$ cat src/rtl/sch_pkg.sv
// Shared types, constants and the FNV-1a 64 step for the container header checker.
// No dependencies; every other file imports this package.
package sch_pkg;

    localparam int CNT_BITS_DEF = 34;
    localparam int CFG_W        = 32;
    localparam int CFG_IDX_W    = 2;
    localparam int STATUS_W     = 4;
    localparam int WORD_W       = 64;

    // Header layout, in byte positions
    localparam int HDR_BYTES     = 40;
    localparam int HDR_HASHED    = 32;
    localparam int MAGIC_BYTES   = 8;
    localparam int POS_VER_END   = 11;
    localparam int POS_ORDER_END = 15;
    localparam int POS_LEN_END   = 23;
    localparam int POS_PHASH_END = 31;

    localparam logic [WORD_W-1:0] FNV_BASIS  = 64'hcbf2_9ce4_8422_2325;
    localparam logic [31:0]       ORDER_MARK = 32'h0102_0304;
    // Expected magic, byte 0 in the low bits
    localparam logic [WORD_W-1:0] MAGIC_WORD = 64'h4554_4154_5346_5041;

    localparam logic [CFG_W-1:0] VERSION_RST = 32'd1;
    localparam logic [CFG_W-1:0] MAX_PAY_RST = 32'd67108864;

    typedef enum logic [CFG_IDX_W-1:0] {
        CFG_EXPECTED_VERSION = 2'd0,
        CFG_MAX_PAYLOAD      = 2'd1
    } t_cfg_idx;

    typedef enum logic [STATUS_W-1:0] {
        ST_OK           = 4'd0,
        ST_TRUNCATED    = 4'd1,
        ST_MAGIC        = 4'd2,
        ST_VERSION      = 4'd3,
        ST_BYTE_ORDER   = 4'd4,
        ST_LEN_UNUSABLE = 4'd5,
        ST_SIZE         = 4'd6,
        ST_HDR_HASH     = 4'd7,
        ST_PAYLOAD_HASH = 4'd8
    } t_status;

    typedef struct packed {
        logic [7:0] data;
        logic       last;
    } t_item;

    // Everything the final check needs, frozen at the last byte
    typedef struct packed {
        logic              magic_ok;
        logic [31:0]       version;
        logic [31:0]       marker;
        logic [WORD_W-1:0] length;
        logic [WORD_W-1:0] pay_hash_seen;
        logic [WORD_W-1:0] hdr_hash_seen;
        logic [WORD_W-1:0] hdr_hash_run;
        logic [WORD_W-1:0] pay_hash_run;
        logic [WORD_W-1:0] size;
    } t_snap;

    // One FNV-1a step; the prime 2^40 + 0x1b3 is applied as shifts and adds
    function automatic logic [WORD_W-1:0] fnv_step(input logic [WORD_W-1:0] h,
                                                   input logic [7:0] b);
        logic [WORD_W-1:0] x;
        x = h ^ {56'd0, b};
        return (x << 40) + (x << 8) + (x << 7) + (x << 5) + (x << 4) + (x << 1) + x;
    endfunction

    function automatic logic [7:0] magic_byte(input logic [2:0] idx);
        return MAGIC_WORD[{idx, 3'b000} +: 8];
    endfunction

endpackage

$ cat src/rtl/sch_scan.sv
// Byte scan stage: running hashes, header field capture, byte counter and snapshot register.
// Depends on sch_pkg.
module sch_scan import sch_pkg::*; #(
    parameter int COUNT_BITS = CNT_BITS_DEF
) (
    input  logic  i_clk,
    input  logic  i_rst_n,
    input  logic  i_item_valid,
    input  t_item i_item,
    output logic  o_take,
    input  logic  i_snap_ready,
    output logic  o_snap_valid,
    output t_snap o_snap
);

    logic [COUNT_BITS-1:0] r_count, n_count;
    logic                  r_magic_ok, n_magic_ok;
    logic [WORD_W-1:0]     r_hdr_field, n_hdr_field;
    logic [31:0]           r_version, n_version;
    logic [31:0]           r_marker, n_marker;
    logic [WORD_W-1:0]     r_length, n_length;
    logic [WORD_W-1:0]     r_phash_seen, n_phash_seen;
    logic [WORD_W-1:0]     r_hdr_run, n_hdr_run;
    logic [WORD_W-1:0]     r_pay_run, n_pay_run;
    logic                  r_snap_valid;
    t_snap                 r_snap;
    logic                  in_hdr;

    assign o_take = i_item_valid && (!i_item.last || i_snap_ready);
    assign in_hdr = r_count < COUNT_BITS'(HDR_BYTES);

    always_comb begin
        n_magic_ok   = r_magic_ok;
        n_hdr_field  = r_hdr_field;
        n_version    = r_version;
        n_marker     = r_marker;
        n_length     = r_length;
        n_phash_seen = r_phash_seen;
        n_hdr_run    = r_hdr_run;
        n_pay_run    = r_pay_run;
        if (r_count < COUNT_BITS'(MAGIC_BYTES) && i_item.data != magic_byte(r_count[2:0])) begin
            n_magic_ok = 1'b0;
        end
        if (r_count < COUNT_BITS'(HDR_HASHED)) begin
            n_hdr_run = fnv_step(r_hdr_run, i_item.data);
        end
        if (in_hdr) begin
            n_hdr_field = {i_item.data, r_hdr_field[WORD_W-1:8]};
            if (r_count == COUNT_BITS'(POS_VER_END)) begin
                n_version = n_hdr_field[63:32];
            end
            if (r_count == COUNT_BITS'(POS_ORDER_END)) begin
                n_marker = n_hdr_field[63:32];
            end
            if (r_count == COUNT_BITS'(POS_LEN_END)) begin
                n_length = n_hdr_field;
            end
            if (r_count == COUNT_BITS'(POS_PHASH_END)) begin
                n_phash_seen = n_hdr_field;
            end
        end else begin
            n_pay_run = fnv_step(r_pay_run, i_item.data);
        end
        // Saturate at all ones
        n_count = (r_count != '1) ? r_count + COUNT_BITS'(1) : r_count;
    end

    always_ff @(posedge i_clk) begin
        if (!i_rst_n) begin
            r_count      <= '0;
            r_magic_ok   <= 1'b1;
            r_hdr_field  <= '0;
            r_version    <= '0;
            r_marker     <= '0;
            r_length     <= '0;
            r_phash_seen <= '0;
            r_hdr_run    <= FNV_BASIS;
            r_pay_run    <= FNV_BASIS;
            r_snap_valid <= 1'b0;
        end else begin
            if (o_take && i_item.last) begin
                // Freeze the finished file, start the next one from scratch
                r_snap_valid         <= 1'b1;
                r_snap.magic_ok      <= n_magic_ok;
                r_snap.version       <= n_version;
                r_snap.marker        <= n_marker;
                r_snap.length        <= n_length;
                r_snap.pay_hash_seen <= n_phash_seen;
                r_snap.hdr_hash_seen <= n_hdr_field;
                r_snap.hdr_hash_run  <= n_hdr_run;
                r_snap.pay_hash_run  <= n_pay_run;
                r_snap.size          <= WORD_W'(n_count);
                r_count              <= '0;
                r_magic_ok           <= 1'b1;
                r_hdr_field          <= '0;
                r_version            <= '0;
                r_marker             <= '0;
                r_length             <= '0;
                r_phash_seen         <= '0;
                r_hdr_run            <= FNV_BASIS;
                r_pay_run            <= FNV_BASIS;
            end else begin
                if (i_snap_ready) begin
                    r_snap_valid <= 1'b0;
                end
                if (o_take) begin
                    r_count      <= n_count;
                    r_magic_ok   <= n_magic_ok;
                    r_hdr_field  <= n_hdr_field;
                    r_version    <= n_version;
                    r_marker     <= n_marker;
                    r_length     <= n_length;
                    r_phash_seen <= n_phash_seen;
                    r_hdr_run    <= n_hdr_run;
                    r_pay_run    <= n_pay_run;
                end
            end
        end
    end

    assign o_snap_valid = r_snap_valid;
    assign o_snap       = r_snap;

endmodule

$ cat src/rtl/sch_judge.sv
// Final check stage: ordered status decision and the result register.
// Depends on sch_pkg.
module sch_judge import sch_pkg::*; (
    input  logic                i_clk,
    input  logic                i_rst_n,
    input  logic                i_snap_valid,
    input  t_snap               i_snap,
    output logic                o_snap_ready,
    input  logic [CFG_W-1:0]    i_expected_version,
    input  logic [CFG_W-1:0]    i_max_payload_bytes,
    output logic                o_out_valid,
    input  logic                i_out_stall,
    output logic [STATUS_W-1:0] o_check_status,
    output logic [WORD_W-1:0]   o_declared_length
);

    logic                r_out_valid;
    logic [STATUS_W-1:0] r_status;
    logic [WORD_W-1:0]   r_length;
    t_status             n_status;
    logic [WORD_W-1:0]   n_length;
    logic [WORD_W-1:0]   body_size;
    logic                out_ready;

    assign out_ready    = !r_out_valid || !i_out_stall;
    assign o_snap_ready = !i_snap_valid || out_ready;
    assign body_size    = i_snap.size - WORD_W'(HDR_BYTES);

    // First failing check wins
    always_comb begin
        n_length = i_snap.length;
        if (i_snap.size < WORD_W'(HDR_BYTES)) begin
            n_status = ST_TRUNCATED;
            n_length = '0;
        end else if (!i_snap.magic_ok) begin
            n_status = ST_MAGIC;
        end else if (i_snap.version != i_expected_version) begin
            n_status = ST_VERSION;
        end else if (i_snap.marker != ORDER_MARK) begin
            n_status = ST_BYTE_ORDER;
        end else if (i_snap.length > WORD_W'(i_max_payload_bytes) ||
                     i_snap.length > body_size) begin
            n_status = ST_LEN_UNUSABLE;
        end else if (body_size != i_snap.length) begin
            n_status = ST_SIZE;
        end else if (i_snap.hdr_hash_seen != i_snap.hdr_hash_run) begin
            n_status = ST_HDR_HASH;
        end else if (i_snap.pay_hash_seen != i_snap.pay_hash_run) begin
            n_status = ST_PAYLOAD_HASH;
        end else begin
            n_status = ST_OK;
        end
    end

    always_ff @(posedge i_clk) begin
        if (!i_rst_n) begin
            r_out_valid <= 1'b0;
        end else if (i_snap_valid && out_ready) begin
            r_out_valid <= 1'b1;
        end else if (!i_out_stall) begin
            r_out_valid <= 1'b0;
        end
    end

    always_ff @(posedge i_clk) begin
        if (i_snap_valid && out_ready) begin
            r_status <= n_status;
            r_length <= n_length;
        end
    end

    assign o_out_valid       = r_out_valid;
    assign o_check_status    = r_status;
    assign o_declared_length = r_length;

endmodule

$ cat src/rtl/state_container_header_checker_core.sv
// Top level of the saved-state container header checker: input register, configuration
// registers, scan stage and check stage. Depends on sch_pkg, sch_scan and sch_judge.
//
// Usage:
//   Input channel (i_in_valid / o_in_stall) carries one byte of the container file per
//   transfer, with i_last_byte set on the final byte. Each file yields exactly one
//   result on the output channel (o_out_valid / i_out_stall): o_check_status and
//   o_declared_length. Non-final bytes produce no result.
//   Throughput is one byte per cycle while o_in_stall is low; the FNV-1a step on the running hash register
//   (one pass through the constant-prime shift-add) sets that figure.
//   A final byte passes the input register, then the scan stage with its snapshot register,
//   then the check stage with its result register, before its result shows.
//   Configuration is a plain write port; write it only while no file is in flight.
//   Reset returns the configuration to its defaults (version 1, 64 MiB payload limit),
//   clears all scan state and empties every stage.
//   When the receiver stalls, the result register holds; a second finished file waits
//   in the snapshot register, and ordinary bytes keep streaming. Only a further final
//   byte that finds both slots full raises o_in_stall.
module state_container_header_checker_core import sch_pkg::*; #(
    parameter int COUNT_BITS = CNT_BITS_DEF
) (
    input  logic                 i_clk,
    input  logic                 i_rst_n,
    input  logic                 i_cfg_we,
    input  logic [CFG_IDX_W-1:0] i_cfg_index,
    input  logic [CFG_W-1:0]     i_cfg_data,
    input  logic                 i_in_valid,
    output logic                 o_in_stall,
    input  logic [7:0]           i_data_byte,
    input  logic                 i_last_byte,
    output logic                 o_out_valid,
    input  logic                 i_out_stall,
    output logic [STATUS_W-1:0]  o_check_status,
    output logic [WORD_W-1:0]    o_declared_length
);

    logic             r_in_valid;
    t_item            r_in_item;
    logic [CFG_W-1:0] r_exp_version;
    logic [CFG_W-1:0] r_max_payload;
    logic             scan_take;
    logic             snap_valid;
    logic             snap_ready;
    t_snap            snap;
    logic             in_xfer;

    // Configuration registers; unknown indexes are dropped
    always_ff @(posedge i_clk) begin
        if (!i_rst_n) begin
            r_exp_version <= VERSION_RST;
            r_max_payload <= MAX_PAY_RST;
        end else if (i_cfg_we) begin
            unique case (i_cfg_index)
                CFG_EXPECTED_VERSION: r_exp_version <= i_cfg_data;
                CFG_MAX_PAYLOAD:      r_max_payload <= i_cfg_data;
                default: ;
            endcase
        end
    end

    // Input register: refill in the same cycle the scan stage drains it
    assign o_in_stall = r_in_valid && !scan_take;
    assign in_xfer    = i_in_valid && !o_in_stall;

    always_ff @(posedge i_clk) begin
        if (!i_rst_n) begin
            r_in_valid <= 1'b0;
        end else if (in_xfer) begin
            r_in_valid <= 1'b1;
        end else if (scan_take) begin
            r_in_valid <= 1'b0;
        end
    end

    always_ff @(posedge i_clk) begin
        if (in_xfer) begin
            r_in_item.data <= i_data_byte;
            r_in_item.last <= i_last_byte;
        end
    end

    sch_scan #(
        .COUNT_BITS(COUNT_BITS)
    ) u_scan (
        .i_clk       (i_clk),
        .i_rst_n     (i_rst_n),
        .i_item_valid(r_in_valid),
        .i_item      (r_in_item),
        .o_take      (scan_take),
        .i_snap_ready(snap_ready),
        .o_snap_valid(snap_valid),
        .o_snap      (snap)
    );

    sch_judge u_judge (
        .i_clk              (i_clk),
        .i_rst_n            (i_rst_n),
        .i_snap_valid       (snap_valid),
        .i_snap             (snap),
        .o_snap_ready       (snap_ready),
        .i_expected_version (r_exp_version),
        .i_max_payload_bytes(r_max_payload),
        .o_out_valid        (o_out_valid),
        .i_out_stall        (i_out_stall),
        .o_check_status     (o_check_status),
        .o_declared_length  (o_declared_length)
    );

endmodule

$ cat config.mk
export PLATFORM = sky130hd
export DESIGN_NAME = state_container_header_checker_core
export DESIGN_NICKNAME = d
export VERILOG_FILES = /design/src/rtl/sch_pkg.sv /design/src/rtl/sch_scan.sv /design/src/rtl/sch_judge.sv /design/src/rtl/state_container_header_checker_core.sv
export SDC_FILE = /design/constraint.sdc
export NUM_CORES = 2
export LEC_CHECK = 0
export BUFFER_PORTS_ARGS = -buffer_cell sky130_fd_sc_hd__buf_4
export CORE_ASPECT_RATIO = 0.5
export CORE_MARGIN = 3
export CORE_UTILIZATION = 45
export DETAILED_ROUTE_END_ITERATION = 16
export HOLD_SLACK_MARGIN = 0.08
export PLACE_DENSITY = 0.59
export SYNTH_ARGS = -nofsm -noshare
export SYNTH_HDL_FRONTEND = slang
export SYNTH_HIERARCHICAL = 1
export SYNTH_SLANG_ARGS = --single-unit
$ cat constraint.sdc
create_clock -name i_clk -period 21.6 [get_ports i_clk]
set_clock_uncertainty 0.2 [all_clocks]
set_input_delay 2.16 -clock i_clk [delete_from_list [all_inputs] [get_ports i_clk]]
set_output_delay 2.16 -clock i_clk [all_outputs]
set_load 0.005 [all_outputs]
### Word level (Yosys, flattened, before mapping)

Index checks and enable logic that the tools add are counted.

* output and inout bits: 70
* word-level logic and storage cells: 118
* bits of input ports: 48
* register bits after elaboration: 982

* bitwise gates (word level): 4
* shift operators: 1
* magnitude comparators: 6
* equality and inequality tests: 13
* multiplexer cells: 26
* $add $sub $neg: 14
* reduce and logical (&&, ||, !) cells: 25

Operators by type and width (number)
* adder 64 bit: 12
* 2-to-1 mux 64 bit: 7
* inequality test 64 bit: 3
* 2-to-1 mux 32 bit: 4
* XOR 64 x 8 -> 64 bit: 2
* < comparator 34 x 6 -> 1 bit, second input constant: 3
* == test 34 x 4 -> 1 bit, second input constant: 2
* == test 34 x 5 -> 1 bit, second input constant: 2
* > comparator 64 x 32 -> 1 bit: 1
* > comparator 64 bit: 1
* indexed part select 64 x 7 -> 8 bit, first input constant: 1
* subtractor 34 x 6 -> 35 bit, second input constant: 1
* adder 34 x 1 -> 34 bit, second input constant: 1
* < comparator 34 x 4 -> 1 bit, second input constant: 1
* 2-to-1 mux 34 bit: 1
* inequality test 34 bit, second input constant: 1
* inequality test 32 x 25 -> 1 bit, second input constant: 1
* inequality test 32 bit: 1
* 2-to-1 mux 3 bit: 4
* inequality test 8 bit: 1
* 2-to-1 mux 1 bit: 7
* OR reduction 7 bit: 1
* logical AND 1 bit: 6
* logical NOT 1 bit: 6
* 11 further kinds: 19

### Logic depth before layout (Yosys ltp)

* word-level depth: 10
* depth in mapped cells: 22
* mapped depth without buffers: 21

### Cells and area by module

Netlist, hierarchy kept.

Modules (own cells, without submodules)
* sch_scan: cells an instance 5567, sequential area each 20990.1 um^2, area an instance 53993.0 um^2, instances 1
* sch_judge: cells an instance 828, sequential area each 2062.0 um^2, area an instance 7841.3 um^2, instances 1
* state_container_header_checker_core: cells an instance 260, sequential area each 1571.5 um^2, area an instance 2796.4 um^2, instances 1

### Worst setup path after synthesis

No wires, ideal clock.

* path kind: input to register
* from: input i_out_stall
* to: register u_scan.r_snap (netlist bit u_scan/o_snap[0]), enable pin
* data required time: 20.560 ns
* path buffers: 2
* cell stages on the path: 6
* arrival: 12.661 ns
* path slack: 7.898 ns
* library setup time: 0.840 ns
* path through: nand3_1 > o21ai_0 > inv_2 > clkbuf_1 > clkbuf_1 > and3_1

* longest elaborated chain between the ends: 7

Ends and longest elaborated chain
* start, declared: line state_container_header_checker_core.sv:32 `input logic i_out_stall,`
* logical NOT 1 bit: line sch_judge.sv:25 `assign out_ready = !r_out_valid || !i_out_stall;`
* logical OR 1 bit: line sch_judge.sv:25
* logical OR 1 bit: line sch_judge.sv:26 `assign o_snap_ready = !i_snap_valid || out_ready;`
* logical OR 1 bit: line sch_scan.sv:29 `assign o_take = i_item_valid && (!i_item.last || i_snap_ready);`
* logical AND 1 bit: line sch_scan.sv:29
* logical AND 1 bit: line sch_scan.sv:81 `if (o_take && i_item.last) begin`
* AND reduction 2 bit (no line)
* end, declared: line sch_scan.sv:26 `t_snap r_snap;`

No other way between the ends.
A chain may end at the register's enable or synchronous reset.

### Worst setup path in the final report

* from: register r_in_item[2] (netlist name)
* to: register u_scan.r_snap (netlist bit u_scan/o_snap[187]) (data pin)

* longest elaborated chain between the ends: 8

Ends and longest elaborated chain
* start, declared: line state_container_header_checker_core.sv:38 `t_item r_in_item;`
* XOR 64 x 8 -> 64 bit (*): line sch_pkg.sv:67 `x = h ^ {56'd0, b};`
* adder 64 bit (5 in a row): line sch_pkg.sv:68 `return (x << 40) + (x << 8) + (x << 7) + (x << 5) + (x << 4) + (x << 1) + x;`
* adder 64 bit (*): line sch_pkg.sv:68
* 2-to-1 mux 64 bit (*): line sch_scan.sv:44 `if (r_count < COUNT_BITS'(HDR_HASHED)) begin`
* named net u_scan.n_hdr_run[59]: line sch_scan.sv:23 `logic [WORD_W-1:0] r_hdr_run, n_hdr_run;`

Mark *: on every way through the listed nets, which the timed path passes. The rest lies on a longest branch.

==> impl_metrics.py <==
metrics = {
    "grt": {
        "grt_use_total": 0.2598,
        "grt_pass1_wl_microns": 292700,
        "grt_pass1_vias": 46150,
        "antenna_found_initial": 8,
        "grt_max_degree": 189,
        "globalRoute.totalOverflow": 0,
    },
    "setup_path": {
        "crit_arrival_ns": 7.34,
        "endpoint_kind": "flop",
        "startpoint_type": "flop",
        "crit_type": "flop to flop",
        "cp.required_ns": 21.78,
        "crit_fanout": 10,
    },
    "layout": {
        "layout-drive-gt1-share": 0.08504,
        "nets": 7457,
        "area_delta_synth_final_pct": 8.497,
        "instances_no_fill": 8562,
    },
    "synth": {
        "ys.warnings.count": 6,
        "synth.top_cell.area_share": 0.2305,
        "syn_avg_cell_area_sq_um": 9.712,
        "yosys.area.top_type": "edfxtp_1",
        "ys_seq_area_frac": 0.3810,
        "synth-simple-area-share": 0.1373,
        "ys_ff_latch": 982,
        "synth_edf_count": 496,
        "ys_top_cells_by_area": "edfxtp_1 23%, fa_1 15%, dfxtp_1 15%",
        "synth_top_family_by_area": "adder cells",
        "synth_cell_types": 94,
        "synth-xor-area-share": 0.05868,
        "synth_async_sr_flop_share": 0,
        "muxShareOfSynthArea": 0.04400,
        "synthCells": 6655,
        "synthAdderAreaFrac": 0.2139,
        "synth_compound_area_frac": 0.08940,
        "ys.flop_type": "edfxtp_1",
        "netlist_area_sq_um": 64630,
    },
    "cts": {
        "cts_tree": "built",
        "cts_root_buf": "clkbuf_16",
        "numCtsBuffers": 93,
        "cts_num_sinks": 982,
        "ctsLongestPathBuffers": 3,
        "cts_setup_buffers": 0,
        "cts_resized": 0,
        "hold_buffers": 0,
        "insertion_delay_ns": 0.72,
        "clk_pin_slew_worst_paths_ns": 0.07,
        "htreeDepth": 3,
    },
    "sta": {
        "worst_pin_slew_ns": 1.284,
        "drv_slew": 0,
        "setup_viol_count_final": 0,
        "finalCritPeriodShare": 0.3318,
        "rsz0062_at_grt": "no",
        "tns_ns": 0,
        "relSlewSlack": 0.1442,
        "layout_setup_ws_ns": 14.43,
        "period_needed_ns": 7.167,
        "clock.fmax_mhz": 139.5,
        "hold_viol": 0,
    },
    "placement": {
        "pre_cts_slack_ns": 14.29,
        "dp_hpwl_microns": 143400,
        "dp.cells": 8384,
        "gp_congestion": 0.9898,
        "io_buffers": 117,
    },
    "die": {
        "die_h_microns": 274.0,
        "fp.dieW_microns": 542.0,
        "core_sq_um": 141300,
        "std_cell_rows": 97,
        "io_pins": 118,
        "die_area_sq_um": 148500,
        "start_util": 0.4575,
    },
    "run": {
        "cap_violations": 0,
    },
    "routing": {
        "remaining_drc_errors": 0,
        "num_vias": 47570,
        "routed_wl_microns": 193700,
        "top_layer_used": "met4",
        "dr.pass1.iters": 8,
        "post_drt_via_cell_ratio": 5.556,
        "dr_wl_met3_microns": 15260,
        "met1_length_microns": 90350,
        "dr_wl_met2_microns": 82360,
        "wl_per_cell_microns": 22.63,
        "ant_nets": 0,
        "drt-initial-drc-count": 5190,
    },
    "status": {
        "status": "completed",
    },
    "min_path": {
        "hold_path.class": "flop to flop",
    },
}
==> cells by family (layout without fill, tap and decap cells) <==
group | count (synthesis) | count (layout)
simple gates | 1976 | 1976
buf+inv | 1219 | 1214
flops | 982 | 982
compound gates | 973 | 973
fa+ha+maj | 811 | 811
xor+xnor | 433 | 433
mux | 260 | 260
other cells | 1 | 32
==> flip-flops by register name (all words and copies together), names as in the netlist, 4 cells and up <==
signal	cells
u_scan/r_phash_seen	64
u_scan/r_count	34
u_judge/o_declared_length	64
u_judge/o_check_status	4
u_scan/r_version	32
u_scan/o_snap	419
u_scan/r_marker	32
u_scan/r_length	64
u_scan/r_hdr_run	64
r_in_item	9
r_exp_version	32
u_scan/r_hdr_field	64
r_max_payload	32
u_scan/r_pay_run	64
==> cell type report <==
cell class	instances	area [sq um]
Tap cell	1881	2354
Clock buffer	125	2674
Timing Repair Buffer	165	1276
Inverter	873	3282
Multi-Input combinational cell	4483	35310
Sequential cell	982	24620
Fill cell	12850	71150
Antenna cell	2	5.005
Clock inverter	51	598.1
==> routing by layer <==
layer,GRT usage,up-vias
met3,0.04479,272
met1,0.3915,23700
met2,0.3819,1777
met4,0.07331,0
met5,0,-
li1,-,21830
==> stage by stage <==
stage | area [sq um] | hold WS, ns | utilization
after floorplan | 64740 | 0.2284 | -
after global placement | 66850 | 0.2343 | 0.4732
after detailed placement | 66850 | 0.2409 | 0.4732
after CTS | 70120 | 0.2505 | 0.4963
after global routing | 70120 | 0.2617 | 0.4963
final | 70120 | 0.2486 | 0.4964
==> critical path, cell delays in order (launching register included) <==
cell and delay (ns):
edfxtp_1 0.33, buf_4 0.28, xor2_1 0.50, clkinv_1 0.42, xnor2_1 0.24, ha_1 0.30
inv_1 0.05, fa_1 0.50, inv_1 0.05, ha_1 0.29, ha_1 0.30, ha_1 0.25
fa_1 0.44, a211oi_1 0.33, o21ai_0 0.33, nand4_1 0.25, a31oi_1 0.12, nor3_1 0.60
o21ai_1 0.41, a21oi_1 0.23, o21bai_1 0.10, xnor2_1 0.18, o21ai_0 0.11
==> path summary, 6_finish.rpt <==
check | startpoint | endpoint | slack, ns | cells past startpoint
worst max-delay path | r_in_item[2] | u_scan/o_snap[187] | 14.43 | 22
worst min register to register | u_scan/r_length[15] | u_scan/r_length[15] | 0.25 | 2
worst min-delay path | u_scan/r_length[15] | u_scan/r_length[15] | 0.25 | 2
worst max register to register | r_in_item[2] | u_scan/o_snap[187] | 14.43 | 22
==> synth_stat cells (13+ instances only) <==
master	count
nand2_1	1064
inv_1	869
edfxtp_1	496
fa_1	490
dfxtp_1	486
a21oi_1	443
nor2_1	331
ha_1	321
xnor2_1	278
clkbuf_1	226
o21ai_0	202
mux2_2	163
xor2_1	155
nor3_1	132
nand4_1	107
a21o_1	71
nand3_1	68
mux2i_1	67
buf_2	65
nor4_1	64
o211ai_1	53
and2_1	52
buf_4	35
and2_4	30
mux2_1	30
a211oi_1	29
or3_1	28
o21a_1	25
o21bai_1	25
a31oi_1	23
and3_1	21
nand2b_1	13
o21ai_1	13
o31ai_1	13
==> placed cells by master (no fill, tap or decap), types with 163 or more instances in the layout <==
master and n:
dfxtp_1 486, ha_1 321, o21ai_0 201, a21oi_1 443, nand2_1 1059, nor2_1 329
xnor2_1 278, mux2_2 163, inv_1 869, fa_1 490, edfxtp_1 496
Power is left out: the tool's default activity adds up to more than one toggle a clock period on the data nets, which glitch-free logic cannot reach.
